==> config.mk <==
export PLATFORM = sky130hd
export DESIGN_NAME = zip_local_header_walker_flat
export DESIGN_NICKNAME = d
export VERILOG_FILES = /design/src/zlw_pkg.sv /design/src/zlw_req_intf.sv /design/src/zlw_rsp_intf.sv /design/src/zip_local_header_walker.sv /design/src/flat_wrapper.sv
export SDC_FILE = /design/constraint.sdc
export NUM_CORES = 2
export LEC_CHECK = 0
export ABC_AREA = 0
export BUFFER_PORTS_ARGS = -buffer_cell sky130_fd_sc_hd__buf_2
export CELL_PAD_IN_SITES_DETAIL_PLACEMENT = 0
export CELL_PAD_IN_SITES_GLOBAL_PLACEMENT = 2
export CORE_ASPECT_RATIO = 0.5
export CORE_MARGIN = 5
export CORE_UTILIZATION = 43
export DETAILED_ROUTE_END_ITERATION = 10
export HOLD_SLACK_MARGIN = 0.05
export PLACE_DENSITY = 0.82
export SYNTH_ARGS = -nofsm -noshare
export SYNTH_HDL_FRONTEND = slang
export SYNTH_SLANG_ARGS = --single-unit
export TNS_END_PERCENT = 50
==> constraint.sdc <==
create_clock -name clock -period 13.3 [get_ports clock]
set_input_delay 2.66 -clock clock [delete_from_list [all_inputs] [get_ports clock]]
set_output_delay 2.66 -clock clock [all_outputs]
set_load 0.01 [all_outputs]
==> src/zlw_pkg.sv <==
`timescale 1ns / 1ps

package zlw_pkg;

   localparam logic [1:0] KIND_NAME   = 2'd0;
   localparam logic [1:0] KIND_RECORD = 2'd1;
   localparam logic [1:0] KIND_END    = 2'd2;
   localparam logic [1:0] KIND_ERROR  = 2'd3;

   localparam logic [31:0] HDR_MAGIC  = 32'h04034b50;
   localparam logic [31:0] DESC_MAGIC = 32'h08074b50;
   localparam logic [15:0] DESC_FLAG  = 16'h0008;

   typedef struct packed {
      logic [1:0]  result_kind;
      logic [7:0]  name_byte;
      logic [15:0] method;
      logic [31:0] data_offset;
      logic [31:0] compressed_size;
      logic [31:0] uncompressed_size;
      logic        last_of_run;
   } rsp_item_type;

endpackage

==> src/zlw_req_intf.sv <==
`timescale 1ns / 1ps

interface zlw_req_intf;
   logic       valid;
   logic       ready;
   logic [7:0] data_byte;
   logic       last_byte;

   modport source (output valid, output data_byte, output last_byte, input ready);
   modport sink (input valid, input data_byte, input last_byte, output ready);
endinterface

==> src/zlw_rsp_intf.sv <==
`timescale 1ns / 1ps

interface zlw_rsp_intf;
   logic        valid;
   logic        ready;
   logic [1:0]  result_kind;
   logic [7:0]  name_byte;
   logic [15:0] method;
   logic [31:0] data_offset;
   logic [31:0] compressed_size;
   logic [31:0] uncompressed_size;
   logic        last_of_run;

   modport source (output valid, output result_kind, output name_byte, output method,
                   output data_offset, output compressed_size,
                   output uncompressed_size, output last_of_run, input ready);
   modport sink (input valid, input result_kind, input name_byte, input method,
                 input data_offset, input compressed_size,
                 input uncompressed_size, input last_of_run, output ready);
endinterface

==> src/zip_local_header_walker.sv <==
// Results of an accepted byte are queued, then offered on rsp_ch; the walker state
// is updated in the accepting cycle. Throughput: one byte per cycle while fewer than
// three results wait; a byte may give two results (the final byte), and a
// four-entry result queue keeps the input open while results wait.
// Reset (synchronous, active high) clears the walker state and empties the queue.
`timescale 1ns / 1ps

module zip_local_header_walker (
   input  logic       clock,
   input  logic       reset,
   zlw_req_intf.sink  req_ch,
   zlw_rsp_intf.source rsp_ch
);

   localparam logic [2:0] PH_HEADER = 3'd0;
   localparam logic [2:0] PH_NAME   = 3'd1;
   localparam logic [2:0] PH_EXTRA  = 3'd2;
   localparam logic [2:0] PH_SKIP   = 3'd3;
   localparam logic [2:0] PH_SCAN   = 3'd4;
   localparam logic [2:0] PH_DESC   = 3'd5;

   localparam int QUEUE_DEPTH = 4;

   logic [2:0]  phase_ff, phase_in;
   logic [4:0]  field_index_ff, field_index_in;
   logic [15:0] header_flags_ff, header_flags_in;
   logic [15:0] method_reg_ff, method_reg_in;
   logic [31:0] size_packed_ff, size_packed_in;
   logic [31:0] size_unpacked_ff, size_unpacked_in;
   logic [15:0] name_length_ff, name_length_in;
   logic [15:0] extra_length_ff, extra_length_in;
   logic [31:0] skip_count_ff, skip_count_in;
   logic [31:0] byte_position_ff, byte_position_in;
   logic [31:0] magic_window_ff, magic_window_in;
   logic        finished_ff, finished_in;

   zlw_pkg::rsp_item_type queue_ff [QUEUE_DEPTH];
   logic [1:0] wr_ptr_ff, wr_ptr_in, rd_ptr_ff, rd_ptr_in, wr_next;
   logic [2:0] count_ff, count_in;

   zlw_pkg::rsp_item_type res0, res1;
   logic [1:0]  n_res;
   logic        accept, pop, stop, name_done, go_data, boundary;
   logic [7:0]  b;
   logic [31:0] offset;

   assign accept = req_ch.valid && req_ch.ready;
   assign pop = rsp_ch.valid && rsp_ch.ready;
   assign b = req_ch.data_byte;
   assign wr_next = wr_ptr_ff + 2'd1;

   // keep room for the two results one byte can give
   assign req_ch.ready = (count_ff < 3'd3);

   always_comb begin
      phase_in = phase_ff;
      field_index_in = field_index_ff;
      header_flags_in = header_flags_ff;
      method_reg_in = method_reg_ff;
      size_packed_in = size_packed_ff;
      size_unpacked_in = size_unpacked_ff;
      name_length_in = name_length_ff;
      extra_length_in = extra_length_ff;
      skip_count_in = skip_count_ff;
      byte_position_in = byte_position_ff;
      magic_window_in = magic_window_ff;
      finished_in = finished_ff;
      res0 = '0;
      res1 = '0;
      n_res = 2'd0;
      stop = 1'b0;
      name_done = 1'b0;
      go_data = 1'b0;
      boundary = 1'b0;
      offset = '0;

      if (accept && !finished_ff) begin
         byte_position_in = byte_position_ff + 32'd1;
         unique case (phase_ff)
            PH_HEADER: begin
               if (field_index_ff < 5'd4 &&
                   b != zlw_pkg::HDR_MAGIC[{field_index_ff[1:0], 3'b000} +: 8]) begin
                  res0.result_kind = zlw_pkg::KIND_END;
                  n_res = 2'd1;
                  finished_in = 1'b1;
                  stop = 1'b1;
               end else begin
                  unique case (field_index_ff)
                     5'd6, 5'd7:
                        header_flags_in = {b, header_flags_ff[15:8]};
                     5'd8, 5'd9:
                        method_reg_in = {b, method_reg_ff[15:8]};
                     5'd18, 5'd19, 5'd20, 5'd21:
                        size_packed_in = {b, size_packed_ff[31:8]};
                     5'd22, 5'd23, 5'd24, 5'd25:
                        size_unpacked_in = {b, size_unpacked_ff[31:8]};
                     5'd26, 5'd27:
                        name_length_in = {b, name_length_ff[15:8]};
                     5'd28, 5'd29:
                        extra_length_in = {b, extra_length_ff[15:8]};
                     default: ;
                  endcase
                  if (field_index_ff >= 5'd29) begin
                     field_index_in = '0;
                     offset = byte_position_ff + 32'd1 + {16'd0, name_length_in}
                              + {16'd0, extra_length_in};
                     if ((header_flags_in & zlw_pkg::DESC_FLAG) != '0) begin
                        skip_count_in = offset;
                     end else begin
                        skip_count_in = size_packed_in;
                        res0.result_kind = zlw_pkg::KIND_RECORD;
                        res0.method = method_reg_in;
                        res0.data_offset = offset;
                        res0.compressed_size = size_packed_in;
                        res0.uncompressed_size = size_unpacked_in;
                        n_res = 2'd1;
                     end
                     if (name_length_in != '0) begin
                        phase_in = PH_NAME;
                     end else begin
                        name_done = 1'b1;
                     end
                  end else begin
                     field_index_in = field_index_ff + 5'd1;
                  end
               end
            end
            PH_NAME: begin
               res0.result_kind = zlw_pkg::KIND_NAME;
               res0.name_byte = b;
               n_res = 2'd1;
               name_length_in = name_length_ff - 16'd1;
               if (name_length_in == '0) begin
                  name_done = 1'b1;
               end
            end
            PH_EXTRA: begin
               extra_length_in = extra_length_ff - 16'd1;
               if (extra_length_in == '0) begin
                  go_data = 1'b1;
               end
            end
            PH_SKIP: begin
               skip_count_in = skip_count_ff - 32'd1;
               if (skip_count_in == '0) begin
                  phase_in = PH_HEADER;
                  field_index_in = '0;
               end
            end
            PH_SCAN: begin
               magic_window_in = {b, magic_window_ff[31:8]};
               if (magic_window_in == zlw_pkg::DESC_MAGIC) begin
                  phase_in = PH_DESC;
                  field_index_in = '0;
               end
            end
            PH_DESC: begin
               if (field_index_ff >= 5'd4 && field_index_ff <= 5'd7) begin
                  size_packed_in = {b, size_packed_ff[31:8]};
               end else if (field_index_ff >= 5'd8 && field_index_ff <= 5'd11) begin
                  size_unpacked_in = {b, size_unpacked_ff[31:8]};
               end
               if (field_index_ff >= 5'd11) begin
                  res0.result_kind = zlw_pkg::KIND_RECORD;
                  res0.method = method_reg_ff;
                  res0.data_offset = skip_count_ff;
                  res0.compressed_size = size_packed_in;
                  res0.uncompressed_size = size_unpacked_in;
                  n_res = 2'd1;
                  phase_in = PH_HEADER;
                  field_index_in = '0;
               end else begin
                  field_index_in = field_index_ff + 5'd1;
               end
            end
            default: begin
               phase_in = PH_HEADER;
               field_index_in = '0;
            end
         endcase

         // after the name: skip the extra field, else enter the data
         if (name_done) begin
            if (extra_length_in != '0) begin
               phase_in = PH_EXTRA;
            end else begin
               go_data = 1'b1;
            end
         end
         if (go_data) begin
            if ((header_flags_in & zlw_pkg::DESC_FLAG) != '0) begin
               phase_in = PH_SCAN;
               magic_window_in = '0;
            end else if (skip_count_in != '0) begin
               phase_in = PH_SKIP;
            end else begin
               phase_in = PH_HEADER;
               field_index_in = '0;
            end
         end

         if (!stop && req_ch.last_byte) begin
            boundary = (phase_in == PH_HEADER && field_index_in == '0) ||
                       (phase_in == PH_SKIP);
            finished_in = 1'b1;
            if (n_res == 2'd0) begin
               res0.result_kind = boundary ? zlw_pkg::KIND_END : zlw_pkg::KIND_ERROR;
               n_res = 2'd1;
            end else begin
               res1.result_kind = boundary ? zlw_pkg::KIND_END : zlw_pkg::KIND_ERROR;
               n_res = 2'd2;
            end
         end

         if (n_res == 2'd2) begin
            res1.last_of_run = 1'b1;
         end else begin
            res0.last_of_run = 1'b1;
         end
      end
   end

   always_comb begin
      wr_ptr_in = wr_ptr_ff + n_res;
      rd_ptr_in = rd_ptr_ff + {1'b0, pop};
      count_in = count_ff + {1'b0, n_res} - {2'b00, pop};
   end

   always_ff @(posedge clock) begin
      if (reset) begin
         phase_ff <= PH_HEADER;
         field_index_ff <= '0;
         header_flags_ff <= '0;
         method_reg_ff <= '0;
         size_packed_ff <= '0;
         size_unpacked_ff <= '0;
         name_length_ff <= '0;
         extra_length_ff <= '0;
         skip_count_ff <= '0;
         byte_position_ff <= '0;
         magic_window_ff <= '0;
         finished_ff <= 1'b0;
         wr_ptr_ff <= '0;
         rd_ptr_ff <= '0;
         count_ff <= '0;
      end else begin
         phase_ff <= phase_in;
         field_index_ff <= field_index_in;
         header_flags_ff <= header_flags_in;
         method_reg_ff <= method_reg_in;
         size_packed_ff <= size_packed_in;
         size_unpacked_ff <= size_unpacked_in;
         name_length_ff <= name_length_in;
         extra_length_ff <= extra_length_in;
         skip_count_ff <= skip_count_in;
         byte_position_ff <= byte_position_in;
         magic_window_ff <= magic_window_in;
         finished_ff <= finished_in;
         wr_ptr_ff <= wr_ptr_in;
         rd_ptr_ff <= rd_ptr_in;
         count_ff <= count_in;
      end
   end

   always_ff @(posedge clock) begin
      if (n_res != 2'd0) begin
         queue_ff[wr_ptr_ff] <= res0;
      end
      if (n_res == 2'd2) begin
         queue_ff[wr_next] <= res1;
      end
   end

   assign rsp_ch.valid = (count_ff != '0);
   assign rsp_ch.result_kind = queue_ff[rd_ptr_ff].result_kind;
   assign rsp_ch.name_byte = queue_ff[rd_ptr_ff].name_byte;
   assign rsp_ch.method = queue_ff[rd_ptr_ff].method;
   assign rsp_ch.data_offset = queue_ff[rd_ptr_ff].data_offset;
   assign rsp_ch.compressed_size = queue_ff[rd_ptr_ff].compressed_size;
   assign rsp_ch.uncompressed_size = queue_ff[rd_ptr_ff].uncompressed_size;
   assign rsp_ch.last_of_run = queue_ff[rd_ptr_ff].last_of_run;

endmodule

==> src/flat_wrapper.sv <==
// flat-port wrapper written by rule: the top's interface ports become plain ports
module zip_local_header_walker_flat 
  (clock, reset, req_ch_valid, req_ch_data_byte, req_ch_last_byte, req_ch_ready, rsp_ch_valid, rsp_ch_result_kind, rsp_ch_name_byte, rsp_ch_method, rsp_ch_data_offset, rsp_ch_compressed_size, rsp_ch_uncompressed_size, rsp_ch_last_of_run, rsp_ch_ready);
  zlw_req_intf req_ch_i ();
  zlw_rsp_intf rsp_ch_i ();
  input  logic clock;
  input  logic reset;
  input wire logic [$bits(req_ch_i.valid)-1:0] req_ch_valid;
  input wire logic [$bits(req_ch_i.data_byte)-1:0] req_ch_data_byte;
  input wire logic [$bits(req_ch_i.last_byte)-1:0] req_ch_last_byte;
  output wire logic [$bits(req_ch_i.ready)-1:0] req_ch_ready;
  output wire logic [$bits(rsp_ch_i.valid)-1:0] rsp_ch_valid;
  output wire logic [$bits(rsp_ch_i.result_kind)-1:0] rsp_ch_result_kind;
  output wire logic [$bits(rsp_ch_i.name_byte)-1:0] rsp_ch_name_byte;
  output wire logic [$bits(rsp_ch_i.method)-1:0] rsp_ch_method;
  output wire logic [$bits(rsp_ch_i.data_offset)-1:0] rsp_ch_data_offset;
  output wire logic [$bits(rsp_ch_i.compressed_size)-1:0] rsp_ch_compressed_size;
  output wire logic [$bits(rsp_ch_i.uncompressed_size)-1:0] rsp_ch_uncompressed_size;
  output wire logic [$bits(rsp_ch_i.last_of_run)-1:0] rsp_ch_last_of_run;
  input wire logic [$bits(rsp_ch_i.ready)-1:0] rsp_ch_ready;
  assign req_ch_i.valid = req_ch_valid;
  assign req_ch_i.data_byte = req_ch_data_byte;
  assign req_ch_i.last_byte = req_ch_last_byte;
  assign req_ch_ready = req_ch_i.ready;
  assign rsp_ch_valid = rsp_ch_i.valid;
  assign rsp_ch_result_kind = rsp_ch_i.result_kind;
  assign rsp_ch_name_byte = rsp_ch_i.name_byte;
  assign rsp_ch_method = rsp_ch_i.method;
  assign rsp_ch_data_offset = rsp_ch_i.data_offset;
  assign rsp_ch_compressed_size = rsp_ch_i.compressed_size;
  assign rsp_ch_uncompressed_size = rsp_ch_i.uncompressed_size;
  assign rsp_ch_last_of_run = rsp_ch_i.last_of_run;
  assign rsp_ch_i.ready = rsp_ch_ready;
  zip_local_header_walker u_core (.clock(clock), .reset(reset), .req_ch(req_ch_i), .rsp_ch(rsp_ch_i));
endmodule
==> reports/metrics.json <==
{
  "status": "finished, final reports clean",
  "final_net_count": 3652,
  "syn-instance-count": 3669,
  "ys.flop_type": "sky130_fd_sc_hd__dfxtp_1",
  "grt_antenna_before_repair": 3,
  "flops_latches_synth": 710,
  "synthesis.area_mm2": 0.0343,
  "topRoutingLayerUsed": "met5",
  "grt_setup_unrepaired": "false",
  "clk_root_buffer_cell": "sky130_fd_sc_hd__clkbuf_16",
  "yosys_warnings": 0,
  "setup_violators_final": 0,
  "detailed_place_hpwl_um": 80200,
  "drtAntennaViolNets": 0,
  "final.setup_skew_ps": 36.2,
  "initial_standard_cell_utilization_of_the_core_pct": 43.3,
  "setup.worst_path.end_class": "flop",
  "final_critical_path_setup_slack_ps": 5880,
  "clock_transition_at_the_registers_of_the_reported_paths_ps": 60,
  "gp_routability_congestion": 0.967,
  "worst-endpoint-required_ps": 13650,
  "area_delta_synth_final_pct": 10.6,
  "finalCritPeriodShare_pct": 55.8,
  "fmaxAchievable_ghz": 0.135,
  "clkLatencyLatePin_ps": 670,
  "crit_type": "in -> reg",
  "routed-wl-met3_um": 8760,
  "synthesis.area_per_instance_um2": 9.34,
  "maxSlewViolCount": 0,
  "grt_start_max_net_pins": 103,
  "rows": 73,
  "pwrdens_mw_per_mm2": 154,
  "tritoncts.num_buffers": 68,
  "floorplan.die_area_mm2": 0.0858,
  "ys_async_sr_fraction_pct": 0,
  "relSlewSlack_pct": 14.1,
  "floorplan.io_pins": 138,
  "detailedRoute.firstPassIterationCount": 6,
  "clock_path_buffers": 3,
  "grt_pass1_wl_um": 181000,
  "power_leakage_nw": 13.7,
  "placement.io_buffers": 137,
  "layout_min_cycle_time_ps": 7420,
  "residual_drc_count": 0,
  "postCtsHoldBufs": 0,
  "cts.htree.levels": 3,
  "synth_edf_count": 12,
  "vias_per_cell": 6.27,
  "cap_viol_max_count": 0,
  "initialDrtViolationCount": 3282,
  "post_cts_buffers": 0,
  "vias": 29400,
  "synth_fp_nets": 3734,
  "worst_slack_after_detailed_placement_ps": 5320,
  "cts_tree": "built",
  "die_w_um": 409,
  "tightest_slew_ps": 1280,
  "synth_largest_type_area_fraction_pct": 40.8,
  "grt_pass1_vias": 27500,
  "detail_route.wl_per_cell_um": 25.8,
  "final.hold.worst_slack_ps": 448,
  "totalPowerFinal_mw": 5.85,
  "grt_remaining_overflow": 0,
  "fin_setup_tns_ps": 0,
  "path_max_fanout": 14,
  "timing.hold.worst.class": "reg -> reg",
  "vdd_ir_drop_max_mv": 0.128,
  "report.final.hold_viol_count": 0,
  "worstSetupStartpointType": "primary input",
  "synth-seq-area-share_pct": 41.8,
  "gr-usage-all-layers_pct": 27.2,
  "met1Wirelength_um": 56400,
  "arrival_ps": 7770,
  "post_synth_main_area_contributors": "sky130_fd_sc_hd__dfxtp_1 (41%), sky130_fd_sc_hd__mux4_2 (8.1%), sky130_fd_sc_hd__a32o_1 (4.8%), sky130_fd_sc_hd__nand2_1 (4.6%), sky130_fd_sc_hd__a22o_1 (4.3%)",
  "synthDominantAreaCellType": "sky130_fd_sc_hd__dfxtp_1",
  "final_layout_size_suffix_gt1_share_pct": 14.4,
  "die_y_um": 210,
  "ys_types": 88,
  "drt_wl_total_um": 121000,
  "cts.sinks": 710,
  "met2_wirelength_um": 53400,
  "post_cts_resize_count": 0,
  "core_area_mm2": 0.0792
}
## logic make-up after synthesis
group,after synthesis,share of synthesized area [%]
buffers and inverters,389,4.33
AO/OA/AOI/OAI,1064,22.5
adder cells (fa/ha/maj),52,2.29
multiplexers,244,11.7
AND/OR/NAND/NOR,1113,14.9
XOR/XNOR,97,2.48
flip-flops,710,41.8
## sequential cells by signal, indices dropped and copies added, names as in the netlist
signal and cells:
u_core.size_packed_ff 32, u_core.byte_position_ff 32, u_core.name_length_ff 16, u_core.rd_ptr_ff 2, u_core.finished_ff 1, u_core.header_flags_ff 2
u_core.queue_ff 492, u_core.count_ff 3, u_core.wr_ptr_ff 2, u_core.method_reg_ff 16, u_core.field_index_ff 5, u_core.size_unpacked_ff 32
u_core.magic_window_ff 24, u_core.skip_count_ff 32, u_core.extra_length_ff 16, u_core.phase_ff 3
## final timing paths
check	slack, ps	depth (start not counted)	from	end
setup / recovery	5880	14	req_ch_data_byte[1]	u_core.queue_ff[1][121]
hold reg to reg	450	2	u_core.queue_ff[1][116]	u_core.queue_ff[1][116]
hold / removal	450	2	u_core.queue_ff[1][116]	u_core.queue_ff[1][116]
setup reg to reg	6090	19	u_core.field_index_ff[1]	u_core.field_index_ff[0]
## cell usage after synthesis, types with 10 or more instances
library cell and instances:
sky130_fd_sc_hd__nor3_1 68, sky130_fd_sc_hd__buf_1 37, sky130_fd_sc_hd__nor2b_1 11, sky130_fd_sc_hd__a22o_1 168
sky130_fd_sc_hd__a32o_1 166, sky130_fd_sc_hd__fa_1 18, sky130_fd_sc_hd__nand2_1 422, sky130_fd_sc_hd__ha_1 34
sky130_fd_sc_hd__dfxtp_1 698, sky130_fd_sc_hd__a211oi_1 49, sky130_fd_sc_hd__and2_1 10, sky130_fd_sc_hd__a31oi_1 18
sky130_fd_sc_hd__a221oi_1 13, sky130_fd_sc_hd__nand2b_1 20, sky130_fd_sc_hd__a211o_1 10, sky130_fd_sc_hd__nand4_1 26
sky130_fd_sc_hd__mux2_2 33, sky130_fd_sc_hd__mux2i_1 88, sky130_fd_sc_hd__clkbuf_1 297, sky130_fd_sc_hd__nor4_1 36
sky130_fd_sc_hd__or3_1 36, sky130_fd_sc_hd__a21oi_1 131, sky130_fd_sc_hd__inv_1 36, sky130_fd_sc_hd__xnor2_1 60
sky130_fd_sc_hd__mux4_2 123, sky130_fd_sc_hd__a21o_1 15, sky130_fd_sc_hd__o211ai_1 18, sky130_fd_sc_hd__a22oi_1 69
sky130_fd_sc_hd__o21ai_0 286, sky130_fd_sc_hd__xor2_1 37, sky130_fd_sc_hd__nand3_1 66, sky130_fd_sc_hd__edfxtp_1 12
sky130_fd_sc_hd__clkbuf_2 13, sky130_fd_sc_hd__nor2_1 329, sky130_fd_sc_hd__o22ai_1 17, sky130_fd_sc_hd__and3_1 17
sky130_fd_sc_hd__o31ai_1 11
## routing by layer
layer / vias to the layer above / global-route usage, %
met5: - / 0
li1: 13500 / -
met2: 1033 / 41.2
met1: 14700 / 40.1
met3: 151 / 5.13
met4: 4 / 6.55
## critical path, cell delays in order
cell and delay [ps]:
sky130_fd_sc_hd__buf_2 430, sky130_fd_sc_hd__and3_1 240, sky130_fd_sc_hd__o211ai_1 90, sky130_fd_sc_hd__o21ai_0 170, sky130_fd_sc_hd__buf_4 250, sky130_fd_sc_hd__o21ai_1 360
sky130_fd_sc_hd__a221o_1 520, sky130_fd_sc_hd__nor4_1 390, sky130_fd_sc_hd__nand4b_1 140, sky130_fd_sc_hd__o41ai_1 720, sky130_fd_sc_hd__nand2b_1 320, sky130_fd_sc_hd__a31oi_1 940
sky130_fd_sc_hd__mux2_2 390, sky130_fd_sc_hd__o32ai_1 90
## power by group
part	leakage [nW]	internal, mW	total (mW)	switching [mW]
Combinational	6.77	0.435	1.43	0.991
Sequential	5.76	2.19	2.35	0.158
Clock	1.16	1.17	2.08	0.906
Total	13.7	3.80	5.85	2.06
## area by class of cell
| class | instances | area [µm²] |
|---|---|---|
| clock buffers | 97 | 2020 |
| repair buffers | 201 | 1180 |
| well taps | 1050 | 1310 |
| flip-flops and latches | 710 | 14300 |
| clock inverters | 24 | 327 |
| fillers | 7555 | 41300 |
| multi-input cells | 2570 | 18600 |
| diodes | 2 | 5.00 |
| inverters | 36 | 135 |
## stage by stage
stage	utilization (%)	instance area (µm²)	cells
floorplan	-	34300	3669
global placement	44.9	35600	4567
detailed placement	44.9	35600	4567
CTS	47.9	37900	4688
global route	47.9	37900	4688
finish	47.9	37900	4690
## cell usage in the layout (no fill, tap or decap), types with 60 or more instances in the layout
master | synthesis | final
sky130_fd_sc_hd__xnor2_1 | 60 | 60
sky130_fd_sc_hd__mux4_2 | 123 | 123
sky130_fd_sc_hd__buf_4 | 0 | 63
sky130_fd_sc_hd__a22oi_1 | 69 | 69
sky130_fd_sc_hd__nand3_1 | 66 | 65
sky130_fd_sc_hd__dfxtp_1 | 698 | 696
sky130_fd_sc_hd__clkbuf_16 | 0 | 69
sky130_fd_sc_hd__mux2i_1 | 88 | 88
sky130_fd_sc_hd__nor2_1 | 329 | 317
sky130_fd_sc_hd__a21oi_1 | 131 | 130
sky130_fd_sc_hd__nand2_1 | 422 | 421
sky130_fd_sc_hd__a22o_1 | 168 | 168
sky130_fd_sc_hd__buf_2 | 6 | 136
sky130_fd_sc_hd__nor3_1 | 68 | 64
sky130_fd_sc_hd__a32o_1 | 166 | 166
sky130_fd_sc_hd__o21ai_0 | 286 | 285
(Power assumes the default switching activity.)
